--- src/design/lcg_pkg.sv ---
package lcg_pkg;

    // default sizes for the top-level parameters
    localparam int TIME_BITS_DEF     = 16;
    localparam int FRACTION_BITS_DEF = 16;
    localparam int QUEUE_DEPTH_DEF   = 2;

    localparam int MAX_STOPS  = 8;
    localparam int COUNT_BITS = 4;
    localparam int NUM_PAIRS  = 4;
    localparam int PAIR_BITS  = 64;
    localparam int STOP_BITS  = 32;
    localparam int CH_BITS    = 8;
    localparam int NUM_CH     = 4;
    localparam int IDX_BITS   = 3;
    localparam int STOP_IDX_BITS = 4;

    // configuration register indexes
    localparam logic [IDX_BITS-1:0] REG_COUNT = 3'd0;
    localparam logic [IDX_BITS-1:0] REG_PAIR0 = 3'd1;
    localparam logic [IDX_BITS-1:0] REG_PAIR1 = 3'd2;
    localparam logic [IDX_BITS-1:0] REG_PAIR2 = 3'd3;
    localparam logic [IDX_BITS-1:0] REG_PAIR3 = 3'd4;

    typedef struct packed {
        logic [COUNT_BITS-1:0]                count;
        logic [NUM_PAIRS-1:0][PAIR_BITS-1:0] pair;
    } cfg_t;

    typedef struct packed {
        logic               valid;
        logic [CH_BITS-1:0] red;
        logic [CH_BITS-1:0] green;
        logic [CH_BITS-1:0] blue;
        logic [CH_BITS-1:0] alpha;
    } res_t;

endpackage

--- src/design/lcg_fifo.sv ---
module lcg_fifo #(
    parameter int WIDTH = 8,
    parameter int DEPTH = lcg_pkg::QUEUE_DEPTH_DEF
) (
    input  logic             clk,
    input  logic             rst_n,
    input  logic             push,
    output logic             full,
    input  logic [WIDTH-1:0] wdata,
    input  logic             pop,
    output logic             empty,
    output logic [WIDTH-1:0] rdata
);

    localparam int PTR_BITS = (DEPTH > 1) ? $clog2(DEPTH) : 1;
    localparam int CNT_BITS = $clog2(DEPTH + 1);
    localparam logic [PTR_BITS-1:0] LAST = PTR_BITS'(DEPTH - 1);
    localparam logic [CNT_BITS-1:0] FULL_CNT = CNT_BITS'(DEPTH);

    logic [WIDTH-1:0]    mem_reg [DEPTH];
    logic [PTR_BITS-1:0] wr_ptr_reg, wr_ptr_next;
    logic [PTR_BITS-1:0] rd_ptr_reg, rd_ptr_next;
    logic [CNT_BITS-1:0] cnt_reg, cnt_next;
    logic                do_push, do_pop;

    assign full    = (cnt_reg == FULL_CNT);
    assign empty   = (cnt_reg == '0);
    assign do_push = push && !full;
    assign do_pop  = pop && !empty;
    assign rdata   = mem_reg[rd_ptr_reg];

    always_comb
    begin
        wr_ptr_next = wr_ptr_reg;
        rd_ptr_next = rd_ptr_reg;
        cnt_next    = cnt_reg;
        if (do_push)
        begin
            wr_ptr_next = (wr_ptr_reg == LAST) ? '0 : wr_ptr_reg + 1'b1;
        end
        if (do_pop)
        begin
            rd_ptr_next = (rd_ptr_reg == LAST) ? '0 : rd_ptr_reg + 1'b1;
        end
        if (do_push && !do_pop)
        begin
            cnt_next = cnt_reg + 1'b1;
        end
        else if (do_pop && !do_push)
        begin
            cnt_next = cnt_reg - 1'b1;
        end
    end

    always_ff @(posedge clk or negedge rst_n)
    begin
        if (!rst_n)
        begin
            wr_ptr_reg <= '0;
            rd_ptr_reg <= '0;
            cnt_reg    <= '0;
        end
        else
        begin
            wr_ptr_reg <= wr_ptr_next;
            rd_ptr_reg <= rd_ptr_next;
            cnt_reg    <= cnt_next;
        end
    end

    always_ff @(posedge clk)
    begin
        if (do_push)
        begin
            mem_reg[wr_ptr_reg] <= wdata;
        end
    end

endmodule

--- src/design/lcg_front.sv ---
module lcg_front #(
    parameter int TIME_BITS     = lcg_pkg::TIME_BITS_DEF,
    parameter int FRACTION_BITS = lcg_pkg::FRACTION_BITS_DEF
) (
    input  logic                   clk,
    input  logic                   rst_n,
    input  logic                   push,
    output logic                   full,
    input  logic [TIME_BITS-1:0]   life_elapsed,
    input  logic [TIME_BITS-1:0]   life_total,
    output logic                   q_push,
    input  logic                   q_full,
    output logic [FRACTION_BITS:0] q_frac
);

    localparam int TB = TIME_BITS;
    localparam int FB = FRACTION_BITS;
    localparam logic [FB:0] ONE = (FB + 1)'(1) << FB;

    // stage 0 captures the item, stages 1..FB each resolve one quotient bit
    logic          valid_reg [FB + 1];
    logic          sat_reg   [FB + 1];
    logic [TB-1:0] rem_reg   [FB + 1];
    logic [TB-1:0] total_reg [FB + 1];
    logic [FB-1:0] quo_reg   [FB + 1];

    logic [TB:0]   trial     [FB + 1];
    logic          ge        [FB + 1];
    logic [TB-1:0] rem_next  [FB + 1];
    logic [FB-1:0] quo_next  [FB + 1];

    logic advance;
    logic accept;

    assign advance = !(valid_reg[FB] && q_full);
    assign full    = !advance;
    assign accept  = push && advance;
    assign q_push  = valid_reg[FB] && !q_full;
    assign q_frac  = sat_reg[FB] ? ONE : {1'b0, quo_reg[FB]};

    always_comb
    begin
        trial[0]    = '0;
        ge[0]       = 1'b0;
        rem_next[0] = '0;
        quo_next[0] = '0;
        for (int k = 1; k <= FB; k++)
        begin
            trial[k]    = {rem_reg[k-1], 1'b0};
            ge[k]       = (trial[k] >= {1'b0, total_reg[k-1]});
            rem_next[k] = ge[k] ? TB'(trial[k] - {1'b0, total_reg[k-1]})
                                : trial[k][TB-1:0];
            quo_next[k] = {quo_reg[k-1][FB-2:0], ge[k]};
        end
    end

    always_ff @(posedge clk or negedge rst_n)
    begin
        if (!rst_n)
        begin
            for (int k = 0; k <= FB; k++)
            begin
                valid_reg[k] <= 1'b0;
            end
        end
        else if (advance)
        begin
            valid_reg[0] <= accept;
            for (int k = 1; k <= FB; k++)
            begin
                valid_reg[k] <= valid_reg[k-1];
            end
        end
    end

    always_ff @(posedge clk)
    begin
        if (advance)
        begin
            // zero lifespan or elapsed at or past lifespan saturates at one
            sat_reg[0]   <= (life_total == '0) || (life_elapsed >= life_total);
            rem_reg[0]   <= life_elapsed;
            total_reg[0] <= life_total;
            quo_reg[0]   <= '0;
            for (int k = 1; k <= FB; k++)
            begin
                sat_reg[k]   <= sat_reg[k-1];
                rem_reg[k]   <= rem_next[k];
                total_reg[k] <= total_reg[k-1];
                quo_reg[k]   <= quo_next[k];
            end
        end
    end

endmodule

--- src/design/lcg_back.sv ---
module lcg_back #(
    parameter int FRACTION_BITS = lcg_pkg::FRACTION_BITS_DEF
) (
    input  logic                   clk,
    input  logic                   rst_n,
    input  lcg_pkg::cfg_t          cfg,
    input  logic                   q_empty,
    output logic                   q_pop,
    input  logic [FRACTION_BITS:0] q_frac,
    output logic                   o_push,
    input  logic                   o_full,
    output lcg_pkg::res_t          o_data
);

    localparam int FB   = FRACTION_BITS;
    localparam int PW   = FB + 4;
    localparam int MW   = FB + lcg_pkg::CH_BITS + 1;
    localparam int CHB  = lcg_pkg::CH_BITS;
    localparam int NCH  = lcg_pkg::NUM_CH;
    localparam int SIB  = lcg_pkg::STOP_IDX_BITS;
    localparam int CB   = lcg_pkg::COUNT_BITS;
    localparam logic [FB:0] ONE  = (FB + 1)'(1) << FB;
    localparam logic [MW-1:0] HALF = MW'(1) << (FB - 1);
    localparam logic [CB-1:0] MAXC = CB'(lcg_pkg::MAX_STOPS);

    function automatic logic [lcg_pkg::STOP_BITS-1:0] stop_sel(
        input lcg_pkg::cfg_t c,
        input logic [SIB-1:0] idx
    );
        logic [lcg_pkg::PAIR_BITS-1:0] word;
        word = c.pair[idx[2:1]];
        if (idx >= SIB'(lcg_pkg::MAX_STOPS))
        begin
            return '0;
        end
        return idx[0] ? word[63:32] : word[31:0];
    endfunction

    logic advance;

    // stage a: index, remainder and stop colors
    logic [CB-1:0]  cnt_eff;
    logic [CB-1:0]  cnt_m1;
    logic [PW-1:0]  prod;
    logic [SIB-1:0] base;
    logic [FB-1:0]  rem;
    logic           cvalid;

    logic                            a_valid_reg;
    logic                            a_cvalid_reg;
    logic [FB-1:0]                   a_rem_reg;
    logic [lcg_pkg::STOP_BITS-1:0]   a_s_reg;
    logic [lcg_pkg::STOP_BITS-1:0]   a_e_reg;

    // stage b: weighted channel products
    logic [FB:0]   wt_s;
    logic [MW-1:0] b_ps_reg [NCH];
    logic [MW-1:0] b_pe_reg [NCH];
    logic          b_valid_reg;
    logic          b_cvalid_reg;

    logic [MW-1:0]  sum     [NCH];
    logic [CHB-1:0] chan    [NCH];

    assign advance = !(b_valid_reg && o_full);
    assign q_pop   = !q_empty && advance;
    assign o_push  = b_valid_reg && !o_full;

    always_comb
    begin
        cnt_eff = (cfg.count > MAXC) ? MAXC : cfg.count;
        cvalid  = (cnt_eff != '0);
        cnt_m1  = cvalid ? cnt_eff - 1'b1 : '0;
        prod    = PW'(q_frac) * PW'(cnt_m1);
        base    = prod[FB +: SIB];
        rem     = prod[FB-1:0];
        // fraction of one lands on the last stop in use
        if (base >= cnt_m1)
        begin
            base = cnt_m1;
            rem  = '0;
        end
    end

    always_ff @(posedge clk or negedge rst_n)
    begin
        if (!rst_n)
        begin
            a_valid_reg <= 1'b0;
            b_valid_reg <= 1'b0;
        end
        else if (advance)
        begin
            a_valid_reg <= q_pop;
            b_valid_reg <= a_valid_reg;
        end
    end

    assign wt_s = ONE - {1'b0, a_rem_reg};

    always_ff @(posedge clk)
    begin
        if (advance)
        begin
            a_cvalid_reg <= cvalid;
            a_rem_reg    <= rem;
            a_s_reg      <= cvalid ? stop_sel(cfg, base) : '0;
            a_e_reg      <= cvalid ? stop_sel(cfg, base + 1'b1) : '0;

            b_cvalid_reg <= a_cvalid_reg;
            for (int c = 0; c < NCH; c++)
            begin
                b_ps_reg[c] <= MW'(a_s_reg[c*CHB +: CHB]) * MW'(wt_s);
                b_pe_reg[c] <= MW'(a_e_reg[c*CHB +: CHB]) * MW'(a_rem_reg);
            end
        end
    end

    always_comb
    begin
        for (int c = 0; c < NCH; c++)
        begin
            sum[c]  = b_ps_reg[c] + b_pe_reg[c] + HALF;
            chan[c] = sum[c][FB +: CHB];
        end
        o_data.valid = b_cvalid_reg;
        o_data.red   = chan[0];
        o_data.green = chan[1];
        o_data.blue  = chan[2];
        o_data.alpha = chan[3];
    end

endmodule

--- src/design/lifetime_colour_gradient.sv ---
// lifetime_colour_gradient: maps an item's age to a color on a ramp of
// up to eight evenly spaced rgba stops
// input channel: push with life_elapsed and life_total, taken when full is
// low; one item may enter every cycle
// result channel: the oldest result sits on colour_valid and the channel
// ports while empty is low, and leaves when pop is high
// configuration: cfg_wen writes cfg_data into register cfg_index (0 count,
// 1..4 stop pairs) at the clock edge; only while no items are in flight,
// a rule for the user that the block itself does not enforce
// path: the divider pipeline (one quotient bit per stage), the middle queue,
// the two interpolation stages and the result queue
// throughput: one item per cycle while the result queue does not fill
// reset: all queues empty, every pipeline stage idle, configuration cleared
// when the receiver stalls the result queue fills, then the back stages
// hold, then the middle queue fills, and finally full rises on the input
module lifetime_colour_gradient #(
    parameter int TIME_BITS     = lcg_pkg::TIME_BITS_DEF,
    parameter int FRACTION_BITS = lcg_pkg::FRACTION_BITS_DEF,
    parameter int QUEUE_DEPTH   = lcg_pkg::QUEUE_DEPTH_DEF
) (
    input  logic                             clk,
    input  logic                             rst_n,
    // input items
    input  logic                             push,
    output logic                             full,
    input  logic [TIME_BITS-1:0]             life_elapsed,
    input  logic [TIME_BITS-1:0]             life_total,
    // result items
    output logic                             empty,
    input  logic                             pop,
    output logic                             colour_valid,
    output logic [lcg_pkg::CH_BITS-1:0]      red_out,
    output logic [lcg_pkg::CH_BITS-1:0]      green_out,
    output logic [lcg_pkg::CH_BITS-1:0]      blue_out,
    output logic [lcg_pkg::CH_BITS-1:0]      alpha_out,
    // configuration writes
    input  logic                             cfg_wen,
    input  logic [lcg_pkg::IDX_BITS-1:0]     cfg_index,
    input  logic [lcg_pkg::PAIR_BITS-1:0]    cfg_data
);

    localparam int FW = FRACTION_BITS + 1;
    localparam int RW = $bits(lcg_pkg::res_t);

    lcg_pkg::cfg_t cfg_reg;

    // front to back fraction queue
    logic          fq_push, fq_full, fq_pop, fq_empty;
    logic [FW-1:0] fq_wdata, fq_rdata;

    // back to result queue
    logic          rq_push, rq_full;
    lcg_pkg::res_t rq_wdata, rq_rdata;
    logic [RW-1:0] rq_rvec;

    // configuration registers, ignored for indexes past the list
    always_ff @(posedge clk or negedge rst_n)
    begin
        if (!rst_n)
        begin
            cfg_reg <= '0;
        end
        else if (cfg_wen)
        begin
            unique case (cfg_index)
                lcg_pkg::REG_COUNT: cfg_reg.count   <= cfg_data[lcg_pkg::COUNT_BITS-1:0];
                lcg_pkg::REG_PAIR0: cfg_reg.pair[0] <= cfg_data;
                lcg_pkg::REG_PAIR1: cfg_reg.pair[1] <= cfg_data;
                lcg_pkg::REG_PAIR2: cfg_reg.pair[2] <= cfg_data;
                lcg_pkg::REG_PAIR3: cfg_reg.pair[3] <= cfg_data;
                default: ;
            endcase
        end
    end

    // fraction pipeline: elapsed / total, saturated at one
    lcg_front #(
        .TIME_BITS     (TIME_BITS),
        .FRACTION_BITS (FRACTION_BITS)
    ) u_front (
        .clk          (clk),
        .rst_n        (rst_n),
        .push         (push),
        .full         (full),
        .life_elapsed (life_elapsed),
        .life_total   (life_total),
        .q_push       (fq_push),
        .q_full       (fq_full),
        .q_frac       (fq_wdata)
    );

    lcg_fifo #(
        .WIDTH (FW),
        .DEPTH (QUEUE_DEPTH)
    ) u_frac_q (
        .clk   (clk),
        .rst_n (rst_n),
        .push  (fq_push),
        .full  (fq_full),
        .wdata (fq_wdata),
        .pop   (fq_pop),
        .empty (fq_empty),
        .rdata (fq_rdata)
    );

    // interpolation between neighboring stops
    lcg_back #(
        .FRACTION_BITS (FRACTION_BITS)
    ) u_back (
        .clk     (clk),
        .rst_n   (rst_n),
        .cfg     (cfg_reg),
        .q_empty (fq_empty),
        .q_pop   (fq_pop),
        .q_frac  (fq_rdata),
        .o_push  (rq_push),
        .o_full  (rq_full),
        .o_data  (rq_wdata)
    );

    lcg_fifo #(
        .WIDTH (RW),
        .DEPTH (QUEUE_DEPTH)
    ) u_res_q (
        .clk   (clk),
        .rst_n (rst_n),
        .push  (rq_push),
        .full  (rq_full),
        .wdata (rq_wdata),
        .pop   (pop),
        .empty (empty),
        .rdata (rq_rvec)
    );

    assign rq_rdata     = lcg_pkg::res_t'(rq_rvec);
    assign colour_valid = rq_rdata.valid;
    assign red_out      = rq_rdata.red;
    assign green_out    = rq_rdata.green;
    assign blue_out     = rq_rdata.blue;
    assign alpha_out    = rq_rdata.alpha;

endmodule
--- config.mk ---
export PLATFORM = sky130hd
export DESIGN_NAME = lifetime_colour_gradient
export DESIGN_NICKNAME = d
export VERILOG_FILES = /design/src/design/lcg_pkg.sv /design/src/design/lcg_fifo.sv /design/src/design/lcg_front.sv /design/src/design/lcg_back.sv /design/src/design/lifetime_colour_gradient.sv
export SDC_FILE = /design/constraint.sdc
export NUM_CORES = 2
export LEC_CHECK = 0
export ABC_CLOCK_PERIOD_IN_PS = 24700
export CAP_MARGIN = 20
export CORE_UTILIZATION = 40
export DETAILED_ROUTE_END_ITERATION = 7
export DONT_BUFFER_PORTS = 1
export HOLD_SLACK_MARGIN = 0.03
export SLEW_MARGIN = 15
export SYNTH_ARGS = -nofsm -noshare
export SYNTH_HDL_FRONTEND = slang
export SYNTH_SLANG_ARGS = --single-unit
--- constraint.sdc ---
create_clock -name clk -period 24.7 [get_ports clk]
set_input_delay 3.705 -clock clk [delete_from_list [all_inputs] [get_ports clk]]
set_output_delay 3.705 -clock clk [all_outputs]
set_load 0.005 [all_outputs]
# Word-level counts from Yosys, hierarchy flattened
# Memories as Yosys holds them, arrays and structs flattened.
# Index checks and enable logic that the tools add are counted.
[totals] regBits=369 input_bits=104 word_cells=201 mem_bits_rw=1129 mem_count=8
[op_classes] magnitude_cmp=23 reduce_logical=37 n_addsub=35 multipliers=9 mux=48 n_eq_ne=6
[mem_list] name="u_front.quo_reg" words=17 width=16 rd=17 rd_ports_with_merged_regs=0 write_ports=17 line="lcg_front.sv:25" source="logic [FB-1:0] quo_reg [FB + 1];"
[mem_list] name="u_front.rem_reg" words=17 width=16 rd=16 rd_ports_with_merged_regs=0 write_ports=17 line="lcg_front.sv:23" source="logic [TB-1:0] rem_reg [FB + 1];"
[mem_list] name="u_front.total_reg" words=17 width=16 rd=16 rd_ports_with_merged_regs=0 write_ports=17 line="lcg_front.sv:24" source="logic [TB-1:0] total_reg [FB + 1];"
[mem_list] name="u_back.b_ps_reg" words=4 width=25 rd=4 rd_ports_with_merged_regs=0 write_ports=4 line="lcg_back.sv:57" source="logic [MW-1:0] b_ps_reg [NCH];"
[mem_list] name="u_back.b_pe_reg" words=4 width=24 rd=4 rd_ports_with_merged_regs=0 write_ports=4 line="lcg_back.sv:58" source="logic [MW-1:0] b_pe_reg [NCH];"
[mem_list] name="u_res_q.mem_reg" words=2 width=33 rd=1 rd_ports_with_merged_regs=0 write_ports=1 line="lcg_fifo.sv:20" source="logic [WIDTH-1:0] mem_reg [DEPTH];"
[mem_list] name="2 more memories"
[ops] operator="$ge 17x16->1" n=16
[ops] operator="$bmux 64 s2" n=2
[ops] operator="$mux 16" n=16
[ops] operator="$sub 16x16->16" n=16
[ops] operator="$mux 32" n=6
[ops] operator="$mux 64" n=2
[ops] operator="$mul 8x17->25" n=4
[ops] operator="$add 24x16->24 const B" n=4
[ops] operator="$add 24x24->24" n=4
[ops] operator="$mul 8x16->24" n=4
[ops] operator="$mul 17x4->20" n=1
[ops] operator="$mux 17" n=1
[ops] operator="$sub 17x16->17 const A" n=1
[ops] operator="$ge 16x16->1" n=1
[ops] operator="$logic_not 16->1" n=1
[ops] operator="$logic_and 1x1->1" n=14
[ops] operator="$mux 1" n=14
[ops] operator="$mux 4" n=3
[ops] operator="$logic_not 1->1" n=10
[ops] operator="$reduce_and 2->1" n=5
[ops] operator="$ge 4x4->1 const B" n=2
[ops] operator="$mux 2" n=4
[ops] operator="$eq 3x2->1 const B" n=2
[ops] operator="$lt 2x3->1 const B" n=2
[ops] operator="other kinds (15)" n=23

# Logic depth before layout (Yosys ltp)
[depth] depth_word=12 depth_mapped=36

# Cells and area by module
# Synthesis repeated with hierarchy kept, for this count alone.
[unflattened] cells_unflattened=9136 hier_area_um2=100306.2
[by_module_without_submodules] module="lcg_back" n_inst=1 area_each_um2=50423.4 cells_per_inst=5394 seq_area_each_um2=8277.9
[by_module_without_submodules] module="lcg_front" n_inst=1 area_each_um2=35923.2 cells_per_inst=2995 seq_area_each_um2=20394.6
[by_module_without_submodules] module="lifetime_colour_gradient" n_inst=1 area_each_um2=9755.6 cells_per_inst=553 seq_area_each_um2=6506.2
[by_module_without_submodules] module="lcg_fifo at u_res_q" n_inst=1 area_each_um2=2730.1 cells_per_inst=122 seq_area_each_um2=2082.0
[by_module_without_submodules] module="lcg_fifo at u_frac_q" n_inst=1 area_each_um2=1473.9 cells_per_inst=72 seq_area_each_um2=1121.1

# Worst setup path before layout
# No wires, ideal clock.
[synth_path] path_kind="reg-to-reg" startpoint="register u_frac_q.cnt_reg[0]" endpoint="memory u_front.quo_reg[0][100] in the netlist's numbering (enable)" n_path_buf=1 path_stages_with_launch=3 synth_period_minus_slack_ns=20.028 setup_ns=1.289 arrival_ns=18.739 setup_slack_ns=4.672 required_time_ns=23.411 path_cell_list="dfrtp_1 > nand3b_1 > clkbuf_1"
[synth_lines] element="start, declared" line="lcg_fifo.sv:23" source="logic [CNT_BITS-1:0] cnt_reg, cnt_next;"
[synth_lines] element="start signal, assigned" line="lcg_fifo.sv:67" source="cnt_reg <= cnt_next;"
[synth_lines] element="end, declared" line="lcg_front.sv:25"

# Worst setup path in the final report
[layout_path] startpoint="register cfg_reg[259] in the netlist's numbering" endpoint="register u_back.a_e_reg[3] in the netlist's numbering, data pin"
[layout_via] elab_chain_len=12 word_cells_on_any_way=16
[layout_lines] element="start, declared" line="lifetime_colour_gradient.sv:45" source="lcg_pkg::cfg_t cfg_reg;"
[layout_lines] element="$gt 4x4->1" line="lcg_back.sv:71" source="cnt_eff = (cfg.count > MAXC) ? MAXC : cfg.count;"
[layout_lines] element="$mux 4 (*)" line="lcg_back.sv:71"
[layout_lines] element="$sub 4x1->4 / $reduce_bool 4->1 (equally long branches)" line="lcg_back.sv:73, lcg_back.sv:72"
[layout_lines] element="$mux 4" line="lcg_back.sv:73" source="cnt_m1 = cvalid ? cnt_eff - 1'b1 : '0;"
[layout_lines] element="$mul 17x4->20" line="lcg_back.sv:74" source="prod = PW'(q_frac) * PW'(cnt_m1);"
[layout_lines] element="$ge 4x4->1" line="lcg_back.sv:78" source="if (base >= cnt_m1)"
[layout_lines] element="$mux 4" line="lcg_back.sv:78"
[layout_lines] element="$add 4x1->4" line="lcg_back.sv:108" source="a_e_reg <= cvalid ? stop_sel(cfg, base + 1'b1) : '0;"
[layout_lines] element="$ge 4x4->1 / $bmux 64 s2 (equally long branches)" line="lcg_back.sv:32, lcg_back.sv:31"
[layout_lines] element="$mux 1 / $mux 64 (equally long branches)" line="lcg_back.sv:32, lcg_back.sv:31"
[layout_lines] element="$mux 1 / $mux 32 (equally long branches)" line="lcg_back.sv:103, lcg_back.sv:36"
[layout_lines] element="$mux 32" line="lcg_back.sv:36" source="return idx[0] ? word[63:32] : word[31:0];"
[layout_lines] element="end signal, assigned" line="lcg_back.sv:108"
[layout_lines] element="end, declared" line="lcg_back.sv:53" source="logic [lcg_pkg::STOP_BITS-1:0] a_e_reg;"
# Every way passes the cells marked *; elsewhere a longest branch is shown, timed or not. The select of a mux whose other input is x is not followed.
# A chain may end at the register's enable or synchronous reset.

==> summary.txt <==
Layout
  – Layout Cells excl Fill: 12.2k
  – Nets: 10.4k
  – Most frequent cells in the layout: inv_1, edfxtp_1, nand2_1
  – Area grow syn2layout: 8.74%
  – Filler cells: 22.7k
  – Fraction of layout cells with a size suffix above 1: 10.4%
  – Final Util: 43.9%
  – Max FFs per register: 260
  – Commonest non-fill, non-tap cell in the layout: inv_1

Hold path
  – Hold Path Class: reg2reg
  – Hold depth: 0

GRT
  – First-pass GRT wire length: 385000 µm
  – Largest net degree at the start of global routing: 288
  – Vias in the first global route: 68.7k
  – GRT overflow: 0
  – Initial antenna violation count: 15
  – Total track usage: 19.5%

Outcome
  – Failing checks: slew limit
  – Outcome: complete, but fails checks

Synth
  – YS warnings: 0
  – Syn Inst Count: 8832
  – Register area share after synthesis: 38.6%
  – EDFF count, synth: 1039
  – Unique masters post-synth: 88
  – Cell area after synthesis: 0.0995 mm²
  – Syn_nets: 10.5k
  – Async S/R FF share, synth: 21.6%
  – Synth Flop Type: edfxtp_1
  – Mean Syn Cell Area: 11.3 µm²
  – Seq cells post-synth: 1326

Placed design
  – Hpwl dp: 176000 µm
  – Cell count after placement: 11.9k
  – PortBufs: 0
  – GP Congestion: 0.862

Detailed routing
  – Iter 0 DRT Violations: 4384
  – Routed wire length: 243000 µm
  – Drt via density: 5.37
  – TritonRoute pass-1 iters: 6
  – Routed vias: 65.4k
  – Wire length per cell: 20.0 µm
  – Remaining antenna violation count: 0
  – DRC viols: 0

Die
  – Starting Density: 40.4%
  – Die height: 501 µm
  – Core ar.: 0.247 mm²
  – FP Rows: 182
  – Die ar.: 0.251 mm²
  – Num ports: 139
  – DIE WIDTH: 501 µm

STA
  – Setup tns final: 0 ns
  – Min Hold Slack: 0.407 ns
  – Max Clk Rate: 97.8 MHz
  – Pins Over Slew Limit: 107
  – Worst slew pin tran: 1.59 ns
  – Part of the cycle the worst path needs: 41.4%
  – Final hold violation count: 0
  – Worst Skew: 0.0652 ns
  – Unrepaired setup endpoints after global routing: false
  – Final setup fails: 0
  – Final min period: 10.23 ns
  – Slew HR: -5.68%

Clock network
  – Clock sinks: 1326
  – Post-cts gate resize count: 0
  – CTS tree: done
  – Worst skew pair latency: 0.84 ns
  – Clock Tree Root: clkbuf_16
  – H-tree Lvls: 4
  – Clock Path Buffers: 3
  – Post-CTS Setup Bufs: 0
  – Worst-path clk slew: 0.06 ns
  – Hold buffers post-CTS: 0
  – Total CTS buffers: 156

Setup path
  – CP top delay family: adder cells
  – Max stage delay on crit path: 0.86 ns
  – Startpoint Class: flip-flop
  – R2R depth: 30
  – Critical path data required time: 25.23 ns
  – WP depth: 30
  – Crit-path slowest cell: mux2_8
  – Worst Path Buf+Inv: 5
  – Worst setup path class: reg2reg
  – CP max FO: 80
  – CP Data Arrival Time: 10.76 ns
  – Worst Setup End Kind: flip-flop

Flow run
  – Max-Cap Viols: 0
## worst reg2reg max path: cells and delay by family, from the launching register on
kind                       cells  cell delay, ns
adders and majority gates      6            2.29
AOI/OAI and AO/OA              9            2.00
buffers and inverters          5            1.87
and+or+nand+nor                7            1.69
muxes                          2            1.45
DFF                            1            0.43
xor gates and xnor gates       1            0.20
## path summary, 6_finish.rpt
kind                                         startpoint                      end  slack [ns]
worst max-delay path                       cfg_reg[259]        u_back.a_e_reg[3]       14.47
worst min-delay path            u_front.quo_reg[0][165]  u_front.quo_reg[0][182]        0.41
worst max register to register             cfg_reg[259]        u_back.a_e_reg[3]       14.47
worst min register to register  u_front.quo_reg[0][165]  u_front.quo_reg[0][182]        0.41
max in group asynchronous                         rst_n              cfg_reg[62]       20.85
min in group asynchronous                         rst_n       u_res_q.wr_ptr_reg        2.63
## cells by family (layout without fill, tap and decap cells)
| group | Yosys count | after routing | share of synthesized area (%) |
|---|---|---|---|
| AND/OR/NAND/NOR | 2269 | 2269 | 11.2 |
| adder cells (fa/ha/maj) | 1560 | 1560 | 25.2 |
| buffers and inverters | 1411 | 1439 | 5.41 |
| flip-flops | 1326 | 1326 | 38.6 |
| AO/OA/AOI/OAI | 1132 | 1132 | 7.71 |
| multiplexers | 749 | 749 | 8.56 |
| XOR/XNOR | 385 | 385 | 3.39 |
| other | 0 | 1 | 0 |
## through the flow
stage | worst slack (ns) | area [µm²]
after floorplan | 4.67 | 99500
after global placement | 14.55 | 103000
after detailed placement | 14.38 | 103000
after CTS | 14.33 | 108000
after global routing | 13.85 | 108000
final | 14.47 | 108000
## cells in the mapped netlist (31+ instances only)
master | instances | share of area, %
dfrtp_1 | 287 | 7.2
clkbuf_1 | 275 | 1.0
mux2_2 | 495 | 5.6
nand3_1 | 144 | 0.72
a32o_1 | 65 | 0.65
a21oi_1 | 321 | 1.6
buf_2 | 46 | 0.23
and2_1 | 503 | 3.2
edfxtp_1 | 1039 | 31
o31a_1 | 35 | 0.31
nand2_1 | 889 | 3.4
or3_1 | 34 | 0.21
nand4_1 | 54 | 0.34
nor4_1 | 44 | 0.28
nor2_1 | 250 | 0.94
ha_1 | 823 | 10
mux4_2 | 32 | 0.72
xnor2_1 | 292 | 2.6
nor3_1 | 107 | 0.54
o21a_1 | 52 | 0.39
o32ai_1 | 31 | 0.27
mux2i_1 | 222 | 2.2
xor2_1 | 93 | 0.82
nor2b_1 | 88 | 0.55
o21ai_0 | 203 | 1.0
a211oi_1 | 39 | 0.29
inv_1 | 1069 | 4.0
o21bai_1 | 33 | 0.25
fa_1 | 737 | 15
nand2b_1 | 81 | 0.51
a21o_1 | 119 | 0.90
## routing by layer
layer  wire (µm)  vias to the layer above  part of all wire, %  GRT usage [%]
li1            -                    30200                    -              -
met1      108000                    32900                   45           26.2
met2      112000                     1883                   46           31.8
met3       16700                      411                  6.9           3.84
met4        5840                        6                  2.4           5.43
met5          44                        -                0.018              0
## cell type report
| type | count | area (µm²) | share of cell area [%] |
|---|---|---|---|
| flip-flops and latches | 1326 | 38400 | 35.5 |
| well taps | 3312 | 4140 | 3.83 |
| inverters | 1071 | 4020 | 3.72 |
| clock inverters | 83 | 867 | 0.801 |
| clock buffers | 203 | 4180 | 3.87 |
| diodes | 1 | 2.50 | 0.00231 |
| repair buffers | 82 | 673 | 0.622 |
| multi-input cells | 6095 | 55900 | 51.7 |
Power is left out: the tool's default activity adds up to more than one toggle a clock period on the data nets, which glitch-free logic cannot reach.
